[src/xcfr_pkg.sv]
// Shared types and constants of the XOR-checked frame receiver.
package xcfr_pkg;

  localparam int MAX_LEN    = 32;
  localparam int DATA_DEPTH = 30;
  localparam int IDX_W      = 5;
  localparam int RAM_AW     = IDX_W + 1;
  localparam int RAM_DEPTH  = 2 ** RAM_AW;
  localparam int CMDQ_DEPTH = 2;
  localparam int CMDQ_AW    = 1;
  localparam int CFG_IDX_W  = 1;

  localparam logic [7:0] LEN_MIN   = 8'd3;
  localparam logic [7:0] LEN_LIMIT =
    8'((MAX_LEN < DATA_DEPTH + 2) ? MAX_LEN : DATA_DEPTH + 2);

  localparam logic [CFG_IDX_W-1:0] REG_OWN_ADDRESS     = 1'd0;
  localparam logic [CFG_IDX_W-1:0] REG_FILTER_OWN_ONLY = 1'd1;

  typedef enum logic [1:0] {
    KIND_DATA    = 2'd0,
    KIND_CHK_ERR = 2'd1,
    KIND_LEN_ERR = 2'd2
  } kind_t;

  typedef enum logic [2:0] {
    PH_SOURCE = 3'd0,
    PH_LENGTH = 3'd1,
    PH_DEST   = 3'd2,
    PH_DATA   = 3'd3,
    PH_CHECK  = 3'd4
  } ph_t;

  typedef enum logic [1:0] {
    BK_IDLE = 2'd0,
    BK_READ = 2'd1,
    BK_LOAD = 2'd2
  } bk_t;

  typedef struct packed {
    kind_t            kind;
    logic [7:0]       src;
    logic [7:0]       dst;
    logic [IDX_W-1:0] cnt;
    logic             bank;
  } cmd_t;

  typedef struct packed {
    logic valid;
    logic bank;
  } rel_t;

endpackage

[src/xcfr_ram.sv]
// Generic single-write, single-read RAM with registered read data.
module xcfr_ram #(
  parameter int WIDTH = 8,
  parameter int DEPTH = 64
) (
  input  logic                     clk,
  input  logic                     we,
  input  logic [$clog2(DEPTH)-1:0] waddr,
  input  logic [WIDTH-1:0]         wdata,
  input  logic                     re,
  input  logic [$clog2(DEPTH)-1:0] raddr,
  output logic [WIDTH-1:0]         rdata
);

  logic [WIDTH-1:0] mem_r [DEPTH];
  logic [WIDTH-1:0] rdata_r;

  always_ff @(posedge clk) begin
    if (we) begin
      mem_r[waddr] <= wdata;
    end
    if (re) begin
      rdata_r <= mem_r[raddr];
    end
  end

  assign rdata = rdata_r;

endmodule

[src/xcfr_front.sv]
// Frame parser: takes bus words, buffers data bytes, queues result commands.
module xcfr_front
  import xcfr_pkg::*;
(
  input  logic              clk,
  input  logic              rst_n,
  input  logic              in_push,
  input  logic [7:0]        in_rx_byte,
  output logic              in_full,
  input  logic [7:0]        own_address,
  input  logic              filter_own_only,
  input  logic              q_full,
  output logic              q_push,
  output cmd_t              q_cmd,
  input  rel_t              rel,
  output logic              ram_we,
  output logic [RAM_AW-1:0] ram_waddr,
  output logic [7:0]        ram_wdata
);

  ph_t              ph_r, ph_nxt;
  logic [7:0]       src_r, src_nxt;
  logic [7:0]       dst_r, dst_nxt;
  logic [7:0]       xor_r, xor_nxt;
  logic [IDX_W-1:0] left_r, left_nxt;
  logic [IDX_W-1:0] widx_r, widx_nxt;
  logic             wbank_r, wbank_nxt;
  logic [1:0]       busy_r, busy_nxt;
  logic             acc;

  always_ff @(posedge clk) begin
    if (!rst_n) begin
      ph_r    <= PH_SOURCE;
      src_r   <= '0;
      dst_r   <= '0;
      xor_r   <= '0;
      left_r  <= '0;
      widx_r  <= '0;
      wbank_r <= 1'b0;
      busy_r  <= '0;
    end else begin
      ph_r    <= ph_nxt;
      src_r   <= src_nxt;
      dst_r   <= dst_nxt;
      xor_r   <= xor_nxt;
      left_r  <= left_nxt;
      widx_r  <= widx_nxt;
      wbank_r <= wbank_nxt;
      busy_r  <= busy_nxt;
    end
  end

  always_comb begin
    ph_nxt    = ph_r;
    src_nxt   = src_r;
    dst_nxt   = dst_r;
    xor_nxt   = xor_r;
    left_nxt  = left_r;
    widx_nxt  = widx_r;
    wbank_nxt = wbank_r;
    busy_nxt  = busy_r;
    q_push    = 1'b0;
    q_cmd     = '{kind: KIND_DATA, src: src_r, dst: dst_r, cnt: widx_r, bank: wbank_r};
    ram_we    = 1'b0;
    ram_waddr = {wbank_r, widx_r};
    ram_wdata = in_rx_byte;

    // stall dest and data words while their bank is still being read out
    in_full = q_full || (((ph_r == PH_DEST) || (ph_r == PH_DATA)) && busy_r[wbank_r]);
    acc     = in_push && !in_full;

    if (rel.valid) begin
      busy_nxt[rel.bank] = 1'b0;
    end

    if (acc) begin
      unique case (ph_r)
        PH_LENGTH: begin
          xor_nxt = xor_r ^ in_rx_byte;
          if ((in_rx_byte < LEN_MIN) || (in_rx_byte > LEN_LIMIT)) begin
            q_push     = 1'b1;
            q_cmd.kind = KIND_LEN_ERR;
            q_cmd.dst  = '0;
            ph_nxt     = PH_SOURCE;
          end else begin
            left_nxt = IDX_W'(in_rx_byte - 8'd2);
            ph_nxt   = PH_DEST;
          end
        end
        PH_DEST: begin
          dst_nxt  = in_rx_byte;
          xor_nxt  = xor_r ^ in_rx_byte;
          widx_nxt = '0;
          ph_nxt   = PH_DATA;
        end
        PH_DATA: begin
          ram_we   = 1'b1;
          widx_nxt = IDX_W'(widx_r + 1'b1);
          xor_nxt  = xor_r ^ in_rx_byte;
          left_nxt = IDX_W'(left_r - 1'b1);
          if (left_r == IDX_W'(1)) begin
            ph_nxt = PH_CHECK;
          end
        end
        PH_CHECK: begin
          if (xor_r != in_rx_byte) begin
            q_push     = 1'b1;
            q_cmd.kind = KIND_CHK_ERR;
          end else if (!filter_own_only || (dst_r == own_address)) begin
            q_push            = 1'b1;
            busy_nxt[wbank_r] = 1'b1;
            wbank_nxt         = !wbank_r;
          end
          ph_nxt = PH_SOURCE;
        end
        default: begin
          src_nxt  = in_rx_byte;
          xor_nxt  = in_rx_byte;
          dst_nxt  = '0;
          left_nxt = '0;
          widx_nxt = '0;
          ph_nxt   = PH_LENGTH;
        end
      endcase
    end
  end

  a_no_write_busy: assert property (@(posedge clk) disable iff (!rst_n)
    ram_we |-> !busy_r[wbank_r])
    else $error("data written into a bank still being read");

  a_push_room: assert property (@(posedge clk) disable iff (!rst_n)
    q_push |-> !q_full)
    else $error("command pushed into full queue");

  a_data_cnt: assert property (@(posedge clk) disable iff (!rst_n)
    (q_push && (q_cmd.kind == KIND_DATA)) |-> (q_cmd.cnt != '0))
    else $error("data command without data bytes");

endmodule

[src/xcfr_cmdq.sv]
// Short command queue between the parser and the result sequencer.
module xcfr_cmdq
  import xcfr_pkg::*;
(
  input  logic clk,
  input  logic rst_n,
  input  logic push,
  input  cmd_t wr_cmd,
  output logic full,
  input  logic pop,
  output logic empty,
  output cmd_t rd_cmd
);

  cmd_t               mem_r [CMDQ_DEPTH];
  logic [CMDQ_AW-1:0] wptr_r, rptr_r;
  logic [CMDQ_AW:0]   cnt_r;
  logic               do_push, do_pop;

  assign full    = (cnt_r == (CMDQ_AW+1)'(CMDQ_DEPTH));
  assign empty   = (cnt_r == '0);
  assign do_push = push && !full;
  assign do_pop  = pop && !empty;
  assign rd_cmd  = mem_r[rptr_r];

  always_ff @(posedge clk) begin
    if (do_push) begin
      mem_r[wptr_r] <= wr_cmd;
    end
  end

  always_ff @(posedge clk) begin
    if (!rst_n) begin
      wptr_r <= '0;
      rptr_r <= '0;
      cnt_r  <= '0;
    end else begin
      if (do_push) begin
        wptr_r <= CMDQ_AW'(wptr_r + 1'b1);
      end
      if (do_pop) begin
        rptr_r <= CMDQ_AW'(rptr_r + 1'b1);
      end
      cnt_r <= (CMDQ_AW+1)'(cnt_r + (do_push ? 1'b1 : 1'b0) - (do_pop ? 1'b1 : 1'b0));
    end
  end

  a_cnt_bound: assert property (@(posedge clk) disable iff (!rst_n)
    cnt_r <= (CMDQ_AW+1)'(CMDQ_DEPTH))
    else $error("command queue overfilled");

endmodule

[src/xcfr_back.sv]
// Result sequencer: expands queued commands into result words.
module xcfr_back
  import xcfr_pkg::*;
(
  input  logic              clk,
  input  logic              rst_n,
  input  logic              q_empty,
  input  cmd_t              q_cmd,
  output logic              q_pop,
  output rel_t              rel,
  output logic              ram_re,
  output logic [RAM_AW-1:0] ram_raddr,
  input  logic [7:0]        ram_rdata,
  output logic              out_empty,
  input  logic              out_pop,
  output logic [1:0]        out_kind,
  output logic [7:0]        out_source_id,
  output logic [7:0]        out_dest_id,
  output logic [4:0]        out_data_index,
  output logic [7:0]        out_data_byte,
  output logic              out_last
);

  bk_t              st_r, st_nxt;
  logic [IDX_W-1:0] idx_r, idx_nxt;
  logic             ovld_r;
  kind_t            okind_r;
  logic [7:0]       osrc_r, odst_r, obyte_r;
  logic [IDX_W-1:0] oidx_r;
  logic             olast_r;
  logic             load;
  kind_t            lkind;
  logic [7:0]       lbyte;
  logic [IDX_W-1:0] lidx;
  logic             llast;
  logic             at_last;

  assign at_last = (idx_r == IDX_W'(q_cmd.cnt - 1'b1));

  always_ff @(posedge clk) begin
    if (!rst_n) begin
      st_r   <= BK_IDLE;
      idx_r  <= '0;
      ovld_r <= 1'b0;
    end else begin
      st_r  <= st_nxt;
      idx_r <= idx_nxt;
      if (load) begin
        ovld_r <= 1'b1;
      end else if (out_pop && ovld_r) begin
        ovld_r <= 1'b0;
      end
    end
  end

  always_ff @(posedge clk) begin
    if (load) begin
      okind_r <= lkind;
      osrc_r  <= q_cmd.src;
      odst_r  <= q_cmd.dst;
      oidx_r  <= lidx;
      obyte_r <= lbyte;
      olast_r <= llast;
    end
  end

  always_comb begin
    st_nxt    = st_r;
    idx_nxt   = idx_r;
    q_pop     = 1'b0;
    rel       = '{valid: 1'b0, bank: q_cmd.bank};
    ram_re    = 1'b0;
    ram_raddr = {q_cmd.bank, idx_r};
    load      = 1'b0;
    lkind     = q_cmd.kind;
    lbyte     = '0;
    lidx      = '0;
    llast     = 1'b1;

    unique case (st_r)
      BK_IDLE: begin
        if (!q_empty) begin
          if (q_cmd.kind == KIND_DATA) begin
            idx_nxt = '0;
            st_nxt  = BK_READ;
          end else if (!ovld_r) begin
            load  = 1'b1;
            q_pop = 1'b1;
          end
        end
      end
      BK_READ: begin
        if (!ovld_r) begin
          ram_re = 1'b1;
          st_nxt = BK_LOAD;
        end
      end
      BK_LOAD: begin
        load  = 1'b1;
        lkind = KIND_DATA;
        lbyte = ram_rdata;
        lidx  = idx_r;
        llast = at_last;
        if (at_last) begin
          q_pop     = 1'b1;
          rel.valid = 1'b1;
          st_nxt    = BK_IDLE;
        end else begin
          idx_nxt = IDX_W'(idx_r + 1'b1);
          st_nxt  = BK_READ;
        end
      end
      default: st_nxt = BK_IDLE;
    endcase
  end

  assign out_empty      = !ovld_r;
  assign out_kind       = okind_r;
  assign out_source_id  = osrc_r;
  assign out_dest_id    = odst_r;
  assign out_data_index = oidx_r;
  assign out_data_byte  = obyte_r;
  assign out_last       = olast_r;

  a_load_free: assert property (@(posedge clk) disable iff (!rst_n)
    (st_r == BK_LOAD) |-> !ovld_r)
    else $error("result word overwritten");

  a_read_then_load: assert property (@(posedge clk) disable iff (!rst_n)
    ram_re |=> (st_r == BK_LOAD))
    else $error("read data not captured");

  a_pop_has_cmd: assert property (@(posedge clk) disable iff (!rst_n)
    q_pop |-> !q_empty)
    else $error("pop of empty command queue");

endmodule

[src/xor_checked_frame_receiver.sv]
// Path: after its checksum word, a frame's data results pass the command queue, buffer read
// and the output register; error words pass the command queue and the output register.
// Throughput: input takes 1 word per cycle; the result sequencer reads the next buffer byte
// only once the output register is free. Input stalls only when the command queue is full
// or the bank being filled is still being read out. Reset: synchronous, active low, clears
// parser, queue, sequencer and config. Top level of the XOR-checked frame receiver.
module xor_checked_frame_receiver
  import xcfr_pkg::*;
(
  input  logic                 clk,
  input  logic                 rst_n,
  input  logic                 in_push,
  input  logic [7:0]           in_rx_byte,
  output logic                 in_full,
  output logic                 out_empty,
  input  logic                 out_pop,
  output logic [1:0]           out_kind,
  output logic [7:0]           out_source_id,
  output logic [7:0]           out_dest_id,
  output logic [4:0]           out_data_index,
  output logic [7:0]           out_data_byte,
  output logic                 out_last,
  input  logic                 cfg_we,
  input  logic [CFG_IDX_W-1:0] cfg_index,
  input  logic [7:0]           cfg_wdata
);

  logic              own_r;
  logic [7:0]        own_addr_r;
  logic              q_full, q_push, q_pop, q_empty;
  cmd_t              q_wcmd, q_rcmd;
  rel_t              rel;
  logic              ram_we, ram_re;
  logic [RAM_AW-1:0] ram_waddr, ram_raddr;
  logic [7:0]        ram_wdata, ram_rdata;

  always_ff @(posedge clk) begin
    if (!rst_n) begin
      own_addr_r <= '0;
      own_r      <= 1'b0;
    end else if (cfg_we) begin
      unique case (cfg_index)
        REG_OWN_ADDRESS:     own_addr_r <= cfg_wdata;
        REG_FILTER_OWN_ONLY: own_r      <= cfg_wdata[0];
        default: ;
      endcase
    end
  end

  xcfr_front u_front (
    .clk             (clk),
    .rst_n           (rst_n),
    .in_push         (in_push),
    .in_rx_byte      (in_rx_byte),
    .in_full         (in_full),
    .own_address     (own_addr_r),
    .filter_own_only (own_r),
    .q_full          (q_full),
    .q_push          (q_push),
    .q_cmd           (q_wcmd),
    .rel             (rel),
    .ram_we          (ram_we),
    .ram_waddr       (ram_waddr),
    .ram_wdata       (ram_wdata)
  );

  xcfr_cmdq u_cmdq (
    .clk    (clk),
    .rst_n  (rst_n),
    .push   (q_push),
    .wr_cmd (q_wcmd),
    .full   (q_full),
    .pop    (q_pop),
    .empty  (q_empty),
    .rd_cmd (q_rcmd)
  );

  xcfr_ram #(
    .WIDTH (8),
    .DEPTH (RAM_DEPTH)
  ) u_ram (
    .clk   (clk),
    .we    (ram_we),
    .waddr (ram_waddr),
    .wdata (ram_wdata),
    .re    (ram_re),
    .raddr (ram_raddr),
    .rdata (ram_rdata)
  );

  xcfr_back u_back (
    .clk            (clk),
    .rst_n          (rst_n),
    .q_empty        (q_empty),
    .q_cmd          (q_rcmd),
    .q_pop          (q_pop),
    .rel            (rel),
    .ram_re         (ram_re),
    .ram_raddr      (ram_raddr),
    .ram_rdata      (ram_rdata),
    .out_empty      (out_empty),
    .out_pop        (out_pop),
    .out_kind       (out_kind),
    .out_source_id  (out_source_id),
    .out_dest_id    (out_dest_id),
    .out_data_index (out_data_index),
    .out_data_byte  (out_data_byte),
    .out_last       (out_last)
  );

endmodule
[config.mk]
export PLATFORM = sky130hd
export DESIGN_NAME = xor_checked_frame_receiver
export DESIGN_NICKNAME = d
export VERILOG_FILES = /design/src/xcfr_pkg.sv /design/src/xcfr_ram.sv /design/src/xcfr_front.sv /design/src/xcfr_cmdq.sv /design/src/xcfr_back.sv /design/src/xor_checked_frame_receiver.sv
export SDC_FILE = /design/constraint.sdc
export NUM_CORES = 1
export LEC_CHECK = 0
export BUFFER_PORTS_ARGS = -buffer_cell sky130_fd_sc_hd__buf_2
export CAP_MARGIN = 10
export CORE_UTILIZATION = 45
export CTS_CLUSTER_SIZE = 14
export DETAILED_ROUTE_END_ITERATION = 16
export MAX_ROUTING_LAYER = met4
export PLACE_DENSITY_LB_ADDON = 0.2
export SLEW_MARGIN = 20
export SYNTH_ARGS = -nofsm -noshare
export SYNTH_HDL_FRONTEND = slang
export SYNTH_SLANG_ARGS = --single-unit
[constraint.sdc]
create_clock -name clk -period 3.8 [get_ports clk]
set_input_delay 0.76 -clock clk [delete_from_list [all_inputs] [get_ports clk]]
set_output_delay 0.76 -clock clk [all_outputs]
set_load 0.1 [all_outputs]
; Word level (Yosys, flattened, before mapping)
; Memory sizes are Yosys's and may differ from the RTL's. A register that Yosys moved wholly into a read port is not among the register bits.
; Index checks and enable logic that the tools add are counted.
[totals]
reg_bits = 93
latch_bits = 0
ramBits = 560
mem_bits_ro = 0
inputBits = 22
output_inout_bits = 34
wordCells = 165
mem_count = 2
[memory_table]
columns = name, depth, word_bits, rd, rd_clocked_by_memory_dff, write_ports, line_no
row1 = u_ram.mem_r, 64, 8, 1, 1, 1, xcfr_ram.sv:15  ; logic [WIDTH-1:0] mem_r [DEPTH];
row2 = u_cmdq.mem_r, 2, 24, 1, 1, 1, xcfr_cmdq.sv:15  ; cmd_t mem_r [CMDQ_DEPTH];
[op_classes]
add_sub_neg = 9
mul = 0
div_mod_pow = 0
magnitude_cmp = 6
n_eq_ne = 17
n_shift = 0
muxes = 60
n_bitwise = 11
reduce_logical = 38
[ops]
columns = operator, count
row1 = one-hot mux 8 bit (2 select lines), 2
row2 = 2-to-1 mux 1 bit, 28
row3 = 2-to-1 mux 8 bit, 3
row4 = 2-to-1 mux 2 bit, 11
row5 = 2-to-1 mux 5 bit, 4
row6 = one-hot mux 5 bit (2 select lines), 2
row7 = one-hot mux 5 bit (3 select lines), 1
row8 = AND reduction 2 bit, 7
row9 = one-hot mux 3 bit (4 select lines), 1
row10 = "adder 5 x 1 -> 5 bit, second input constant", 2
row11 = "inequality test 2 bit, second input constant", 5
row12 = "subtractor 5 x 1 -> 5 bit, second input constant", 2
row13 = == test 8 bit, 1
row14 = "> comparator 8 x 6 -> 1 bit, second input constant", 1
row15 = "< comparator 8 x 2 -> 1 bit, second input constant", 1
row16 = inequality test 8 bit, 1
row17 = AND reduction 4 bit, 2
row18 = XOR 8 bit, 1
row19 = logical AND 1 bit, 7
row20 = NOT 1 bit, 7
row21 = "== test 3 x 2 -> 1 bit, second input constant", 2
row22 = zero test 1 bit, 6
row23 = zero test 2 bit, 3
row24 = one-hot mux 1 bit (2 select lines), 3
row25 = other kinds (26), 38

; Logic depth before layout (Yosys ltp)
; Gate-level depths: netlist of run 1.
[logic_depth]
word_depth = 12
depth_mapped = 14
depth_no_buf = 13

; Cells and area by module
; A second synthesis of run 1 with hierarchy kept.
[hier_totals]
hier_cells = 1492
hier_area_um2 = 26805.7
[by_module_without_submodules]
columns = mod, n_inst, cells_each, area_each_um2, seq_area_each_um2
row1 = xcfr_ram, 1, 940, 20246.9, 15615.0
row2 = xcfr_front, 1, 285, 2459.9, 800.8
row3 = xcfr_cmdq, 1, 102, 2072.0, 1541.5
row4 = xcfr_back, 1, 125, 1641.6, 1121.1
row5 = xor_checked_frame_receiver, 1, 40, 385.4, 180.2

; Least setup slack after synthesis of run 1
; Ideal clock, no wire load.
[synth_timing]
path_kind = input-to-reg
start = input in_rx_byte[1]
end = memory u_cmdq.mem_r[1][0] (netlist bit) (enable)
setup_time_ns = 0.409
arrival_ns = 3.095
t_required_ns = 3.391
slack_ns = 0.296
cell_stages = 6
n_path_buf = 1
cell_sequence = clkbuf_1 > a2111oi_0 > o2bb2ai_1 > a21oi_2 > a21oi_1 > nor2b_1
[synth_between]
elab_chain_cells = 8
elab_cells_between_ends = 11
cone_classes = 2 x order compare / 1 x eq/ne / 6 x mux / 2 x reduce/logical
[synth_lines]
columns = item, line_no
row1 = start: declaration, xor_checked_frame_receiver.sv:13  ; input logic [7:0] in_rx_byte,
row2 = < comparator 8 x 2 -> 1 bit / > comparator 8 x 6 -> 1 bit (equally long branches), xcfr_front.sv:80  ; if ((in_rx_byte < LEN_MIN) || (in_rx_byte > LEN_LIMIT)) begin
row3 = logical OR 1 bit, xcfr_front.sv:80
row4 = 2-to-1 mux 1 bit, xcfr_front.sv:80
row5 = one-hot mux 1 bit (2 select lines) (*), xcfr_front.sv:77  ; unique case (ph_r)
row6 = 2-to-1 mux 1 bit (*), xcfr_front.sv:76  ; if (acc) begin
row7 = logical AND 1 bit (*), xcfr_cmdq.sv:22  ; assign do_push = push && !full;
row8 = 2-to-1 mux 1 bit (*), xcfr_cmdq.sv:27  ; if (do_push) begin
row9 = 2-to-1 mux 1 bit (implied by the code) (*), xcfr_cmdq.sv:28  ; mem_r[wptr_r] <= wr_cmd;
row10 = end: declaration, xcfr_cmdq.sv:15
; Mark *: on every way between the ends. The rest lies on a longest branch, timed or not.

; Worst setup path after layout of run 1
[layout_timing]
start = register u_front.ph_r[1]
end = output in_full
[layout_between]
elab_chain_cells = 4
elab_cells_between_ends = 5
cone_classes = 2 x eq/ne / 3 x reduce/logical
[layout_lines]
columns = item, line_no
row1 = start: declaration, xcfr_front.sv:21  ; ph_t ph_r, ph_nxt;
row2 = start signal: assignment, xcfr_front.sv:42  ; ph_r <= ph_nxt;
row3 = == test 3 x 2 -> 1 bit, xcfr_front.sv:69  ; in_full = q_full || (((ph_r == PH_DEST) || (ph_r == PH_DATA)) && busy_r[wbank_r]);
row4 = logical OR 1 bit (*), xcfr_front.sv:69
row5 = logical AND 1 bit (*), xcfr_front.sv:69
row6 = logical OR 1 bit (*), xcfr_front.sv:69
row7 = end: declaration, xor_checked_frame_receiver.sv:14  ; output logic in_full,
; Marked as above.

==> results.md, run 1 <==
- Status: complete, no violations
- DR pass1 iterations: 5
- Crit path cell chain: nand2b_1 > or2_2 > nand2_1 > buf_2
- Worst Tran Pin Value: 1.01 ns
- RSZ-0062 raised after global routing: false
- Initial antenna violation count: 4
- Final worst path period share: 0.869
- Avg Inst Size Synth: 18.7 um2
- Crit start category: flip-flop
- Total setup buffers inserted after CTS: 0
- Syn Inst Count: 1395
- CTS tree: built
- Post-CTS resize count: 0
- DIE WIDTH: 243 um
- Number of synthesis warnings: 0
- Ys flop type: edfxtp_1
- Via density: 5.75
- H-tree Lvls: 3
- CTS Buf Count: 68
- Number of nets with antenna violations after routing: 0
- Multi-input gate area: 0.00650 mm2
- Gpl congestion: 0.830
- Setup Viol. Count Final: 0
- Aggregate routed wire length: 59.6 mm
- IO Pins: 56
- Hold Path Class: in -> reg
- Worst hold slack: 0.399 ns
- Sink Count: 662
- Hold Vio Cnt, Final: 0
- Die ar.: 0.0590 mm2
- Syn_nets: 1425
- Core region area: 0.0568 mm2
- Most frequent cells in the layout: 600 x edfxtp_1, 158 x mux4_2, 108 x nor2_1
- Worst EP required: 3.04 ns
- Finished Core Util: 0.529
- Area growth from synthesis to layout: 15.0%
- Total power: 17.0 mW
- Ys async rst share: 0
- WP data arrival: 2.54 ns
- Clock buffer depth: 3
- Vias: 13.5k
- Layout Skew: 0.0234 ns
- Number of synthesized flops with an enable pin: 600
- Leak pwr: 9.45 nW
- PD cells: 566 mW/mm2
- Max Cap Violations: 0
- First-pass GRT wire length: 89.5 mm
- Drt first-iter violations: 1202
- Max Freq: 303 MHz
- Wire per inst: 25.5 um
- Largest net degree at the start of global routing: 69
- Dpl ws: 0.541 ns
- FF+latch area: 0.0193 mm2
- Post-Synthesis Cell Area: 0.0261 mm2
- Crit-path slowest cell: dfxtp_1
- Worst skew pair latency: 0.61 ns
- Worst-path clk slew: 0.06 ns
- Initial Util: 0.460
- Cell variety after synth: 57
- Nets@finish: 1560
- Clock period minus worst slack: 3.30 ns
- Critical Path End Type: output port
- # rows: 87
- Worst slew margin: 0.322
- I/O Buffers: 55
- Ratio of cells with drive above 1 in the final layout: 0.275
- Worst setup margin: 0.497 ns
- Vias in the first global route: 13.4k
- Register area share after synthesis: 0.737
- HPWL after detailed placement: 37.2 mm
- Die Y-Extent: 243 um
- Post-CTS Hold Buffers: 0
- Remaining DRCs: 0
- Most common cell after layout, fill and taps aside: edfxtp_1
- Kind of critical path: reg -> out
- Worst vdd rail ir drop: 0.496 mV
- Setup total negative slack: 0 ns
- Grt ovf: 0
- Critical path fanouts, max: 25
- Final slew viol count: 0
- Yosys reg bits: 662
- Global Route Usage Sum: 0.214
- CTS root buffer: clkbuf_16
- Fillers: 4526
- Max incr delay on CP: 0.80 ns
[cell type report]
class | instances | area share
antenna | 1 | 0.0000833
tap | 756 | 0.0315
sequential | 662 | 0.641
timing repair buffer | 141 | 0.0348
multi-input combinational | 647 | 0.216
inverter | 10 | 0.00125
clock buffer | 83 | 0.0606
clock inverter | 42 | 0.0140
[synthesized netlist by cell type, types with 4 or more instances]
master     count  area share
nand3b_1       4      0.0011
dfxtp_1       62       0.048
clkbuf_1      40      0.0057
nand2_1       56      0.0080
mux4_2       158        0.14
a21oi_1       42      0.0080
edfxtp_1     600        0.69
mux2_2        18      0.0078
a22oi_1       13      0.0037
nor2b_1       20      0.0048
o211ai_1       9      0.0026
inv_1          9      0.0013
and2_1        20      0.0048
o21a_1         5      0.0014
a211oi_1       8      0.0023
xnor2_1       15      0.0050
mux2i_1       21      0.0080
nand4_1        6      0.0014
nand3_1       24      0.0046
ha_1           8      0.0038
buf_2         15      0.0029
buf_1         16      0.0023
or3_1          4     0.00096
nor3_1        15      0.0029
nor3b_1        5      0.0014
nor2_1       109       0.016
o2111ai_1      4      0.0013
nand2b_1       9      0.0022
xor2_1        12      0.0040
o21ai_0       25      0.0048
[power breakdown]
group	internal (mW)	switching, mW	total (mW)
Sequential	8.20	0.0933	8.30
Combinational	0.515	1.54	2.06
Clock	3.91	2.75	6.66
Total	12.6	4.38	17.0
[critical path: cells and delay by family (launching register included)]
| family | cells | cell delay (ns) |
|---|---|---|
| buf+inv | 1 | 0.45 |
| flops | 1 | 0.80 |
| simple gates | 3 | 0.68 |
[registers in the layout, summed over array words and instances, names as in the netlist, 3 cells and up, named ones only]
signal,cells
own_addr_r,8
u_front.dst_r,8
u_ram.mem_r,512
u_back.out_dest_id,8
u_front.left_r,5
u_front.widx_r,5
u_back.out_data_byte,8
u_cmdq.mem_r,48
u_back.out_source_id,8
u_back.out_data_index,5
u_front.ph_r,3
u_front.src_r,8
u_ram.rdata,8
u_back.idx_r,5
u_front.xor_r,8
[metrics by stage]
| step | instance area [um2] | instances |
|---|---|---|
| floorplan | 26100 | 1395 |
| global placement | 27800 | 2216 |
| detailed placement | 27800 | 2216 |
| CTS | 30000 | 2341 |
| global route | 30000 | 2341 |
| finish | 30000 | 2342 |
[cells by family after synthesis]
family	after synthesis	synth area share
flip-flops	662	0.737
multiplexers	197	0.152
AND/OR/NAND/NOR	287	0.0523
buffers and inverters	86	0.0141
AO/OA/AOI/OAI	128	0.0315
adder cells (fa/ha/maj)	8	0.00383
XOR/XNOR	27	0.00905
[layer usage]
layer	GRT usage	vias to the layer above	wire [um]
li1	-	5874	-
met2	0.316	455	27600
met3	0.0383	89	4170
met4	0.0522	0	975
met5	-	-	0
met1	0.309	7045	26900
[final timing paths]
| path | cells past startpoint | to | slack (ns) | from |
|---|---|---|---|---|
| worst max-delay path | 4 | in_full | 0.50 | u_front.ph_r[1] |
| worst min-delay path | 3 | own_addr_r[2] | 0.40 | cfg_wdata[2] |
| worst max register to register | 13 | u_cmdq.cnt_r[1] | 0.71 | flip-flop |
| worst min register to register | 0 | u_cmdq.mem_r[1][15] | 0.47 | u_front.src_r[1] |
No activity file was read; power rests on OpenSTA's default activity.
==> run 2: changes to the inputs <==
==> constraint.sdc (replaced) <==
create_clock -name clk -period 3.8 [get_ports clk]
set_input_delay 0.19 -clock clk [delete_from_list [all_inputs] [get_ports clk]]
set_output_delay 0.19 -clock clk [all_outputs]
set_load 0.1 [all_outputs]
==> results.md, run 2 (same netlist as run 1, synthesis figures left out) <==
- Clock buffer depth: 3
- Met2 routed WL: 27.8 mm
- # rows: 87
- Initial Util: 0.460
- Remaining DRCs: 0
- Critical path fanouts, max: 9
- Max incr delay on CP: 0.56 ns
- Die ar.: 0.0590 mm2
- Kind of critical path: reg -> reg
- Number of nets with antenna violations after routing: 0
- Gpl congestion: 0.812
- Max reg flops: 512
- I/O Buffers: 55
- First-pass GRT wire length: 89.0 mm
- Psw: 4.36 mW
- Setup Viol. Count Final: 0
- Switching share of power: 0.258
- CTS Buf Count: 70
- Sink Count: 662
- Worst Tran Pin Value: 0.940 ns
- Largest net degree at the start of global routing: 69
- CTS root buffer: clkbuf_16
- Status: complete, no violations
- Total setup buffers inserted after CTS: 0
- Area growth from synthesis to layout: 15.1%
- Crit-path slowest cell: dfxtp_1
- Reg with most FFs: u_ram.mem_r
- Post-CTS resize count: 0
- Worst path bufs/invs: 1
- Setup total negative slack: 0 ns
- Clock Power Share: 0.387
- Hold Path Class: in -> reg
- Critical Path End Type: flip-flop
- DR pass1 iterations: 5
- Final worst path period share: 0.863
- Met3 wire length: 3.71 mm
- Drt first-iter violations: 1421
- Worst slew margin: 0.372
- Nets@finish: 1574
- Grt ovf: 0
- DIE WIDTH: 243 um
- Core region area: 0.0568 mm2
- Leak pwr: 9.46 nW
- Aggregate routed wire length: 59.1 mm
- Final slew viol count: 0
- Worst-path clk slew: 0.06 ns
- Crit start category: flip-flop
- Worst EP required: 4.26 ns
- Global Route Usage Sum: 0.211
- Ratio of cells with drive above 1 in the final layout: 0.267
- Worst vdd rail ir drop: 0.468 mV
- Layout Skew: 0.0271 ns
- Comb pwr share: 0.121
- RSZ-0062 raised after global routing: false
- Top Registers: u_ram.mem_r (512), u_cmdq.mem_r (48)
- Max Freq: 305 MHz
- Cell mode on critical path: ha_1
- Internal: 12.5 mW
- CTS tree: built
- Die Y-Extent: 243 um
- IO Pins: 56
- Delay-heaviest family, CP: adder cells
- Initial antenna violation count: 2
- Flop pwr share: 0.493
- Vias: 13.5k
- DR top layer: met4
- Most frequent cells in the layout: 600 x edfxtp_1, 158 x mux4_2, 108 x nor2_1
- Most common cell after layout, fill and taps aside: edfxtp_1
- Worst skew pair latency: 0.60 ns
- Wire per inst: 25.1 um
- HPWL after detailed placement: 37.0 mm
- PD cells: 562 mW/mm2
- WP data arrival: 3.74 ns
- Crit path cell chain: mux2i_1 > ha_1 > xor2_1 > and2_1 > o21ba_2 > o211ai_2 > o21ai_0 > ha_1 > inv_1 > ha_1 > xor2_1 > xnor2_1 > nor2_1
- H-tree Lvls: 3
- Clock period minus worst slack: 3.28 ns
- M1 WL: 26.2 mm
- Hold Vio Cnt, Final: 0
- Finished Layout Cells: 2354
- Via density: 5.73
- Vias in the first global route: 13.5k
- Max Cap Violations: 0
- Placed Instances: 2214
## run 2: what timing repair did
action	CTS	global route
setup endpoints to repair	0	0
hold endpoints to repair	19	0
hold buffers	14	0
## run 2: worst paths after layout
kind | slack [ns] | cells after the start | end | start
max | 0.52 | 13 | u_cmdq.cnt_r[1] | flip-flop
min | 0.03 | 3 | u_front.dst_r[0] | in_rx_byte[0]
max reg2reg | 0.52 | 13 | u_cmdq.cnt_r[1] | flip-flop
min reg2reg | 0.47 | 0 | u_cmdq.mem_r[1][16] | u_front.src_r[2]
## run 2: through the flow
| step | worst slack [ns] | total power [mW] | hold slack (ns) | instance area, um2 | utilization |
|---|---|---|---|---|---|
| 2_1_floorplan | 0.773 | 10.0 | 0.289 | 26100 | - |
| 3_3_place_gp | 0.594 | 10.5 | 0.423 | 27700 | 0.488 |
| 3_5_place_dp | 0.510 | 10.5 | 0.437 | 27700 | 0.488 |
| 4_1_cts | 0.504 | 17.0 | 0.00187 | 30100 | 0.529 |
| 5_1_grt | 0.227 | 17.4 | 0.00704 | 30100 | 0.529 |
| 6_report | 0.519 | 16.9 | 0.0297 | 30100 | 0.529 |
## run 2: final cells by class
type | count | area (um2)
Inverter | 10 | 37.5
Timing Repair Buffer | 153 | 1120
Multi-Input combinational cell | 647 | 6500
Clock inverter | 37 | 290
Tap cell | 756 | 946
Antenna cell | 1 | 2.50
Fill cell | 4484 | 26800
Sequential cell | 662 | 19300
Clock buffer | 88 | 1890
## run 2: worst register-to-register path: stages, from the launching register on
cell	delay, ns
dfxtp_1	0.56
mux2i_1	0.41
ha_1	0.26
xor2_1	0.22
and2_1	0.16
o21ba_2	0.16
o211ai_2	0.10
o21ai_0	0.41
ha_1	0.31
inv_1	0.06
ha_1	0.15
xor2_1	0.17
xnor2_1	0.13
nor2_1	0.05
## run 2: metal layers
layer / track usage / vias to the layer above
met3: 0.0360 / 94
met5: - / -
li1: - / 5895
met4: 0.0551 / 0
met2: 0.316 / 433
met1: 0.301 / 7064
## run 2: power by group through the flow
stage | clock network, mW | logic, mW | registers (mW)
4_1_cts | 6.65 | 2.05 | 8.32
2_1_floorplan | 0 | 0.867 | 9.14
5_1_grt | 6.92 | 2.17 | 8.34
3_5_place_dp | 0 | 2.04 | 8.47
6_report | 6.53 | 2.04 | 8.32
3_3_place_gp | 0 | 2.02 | 8.47
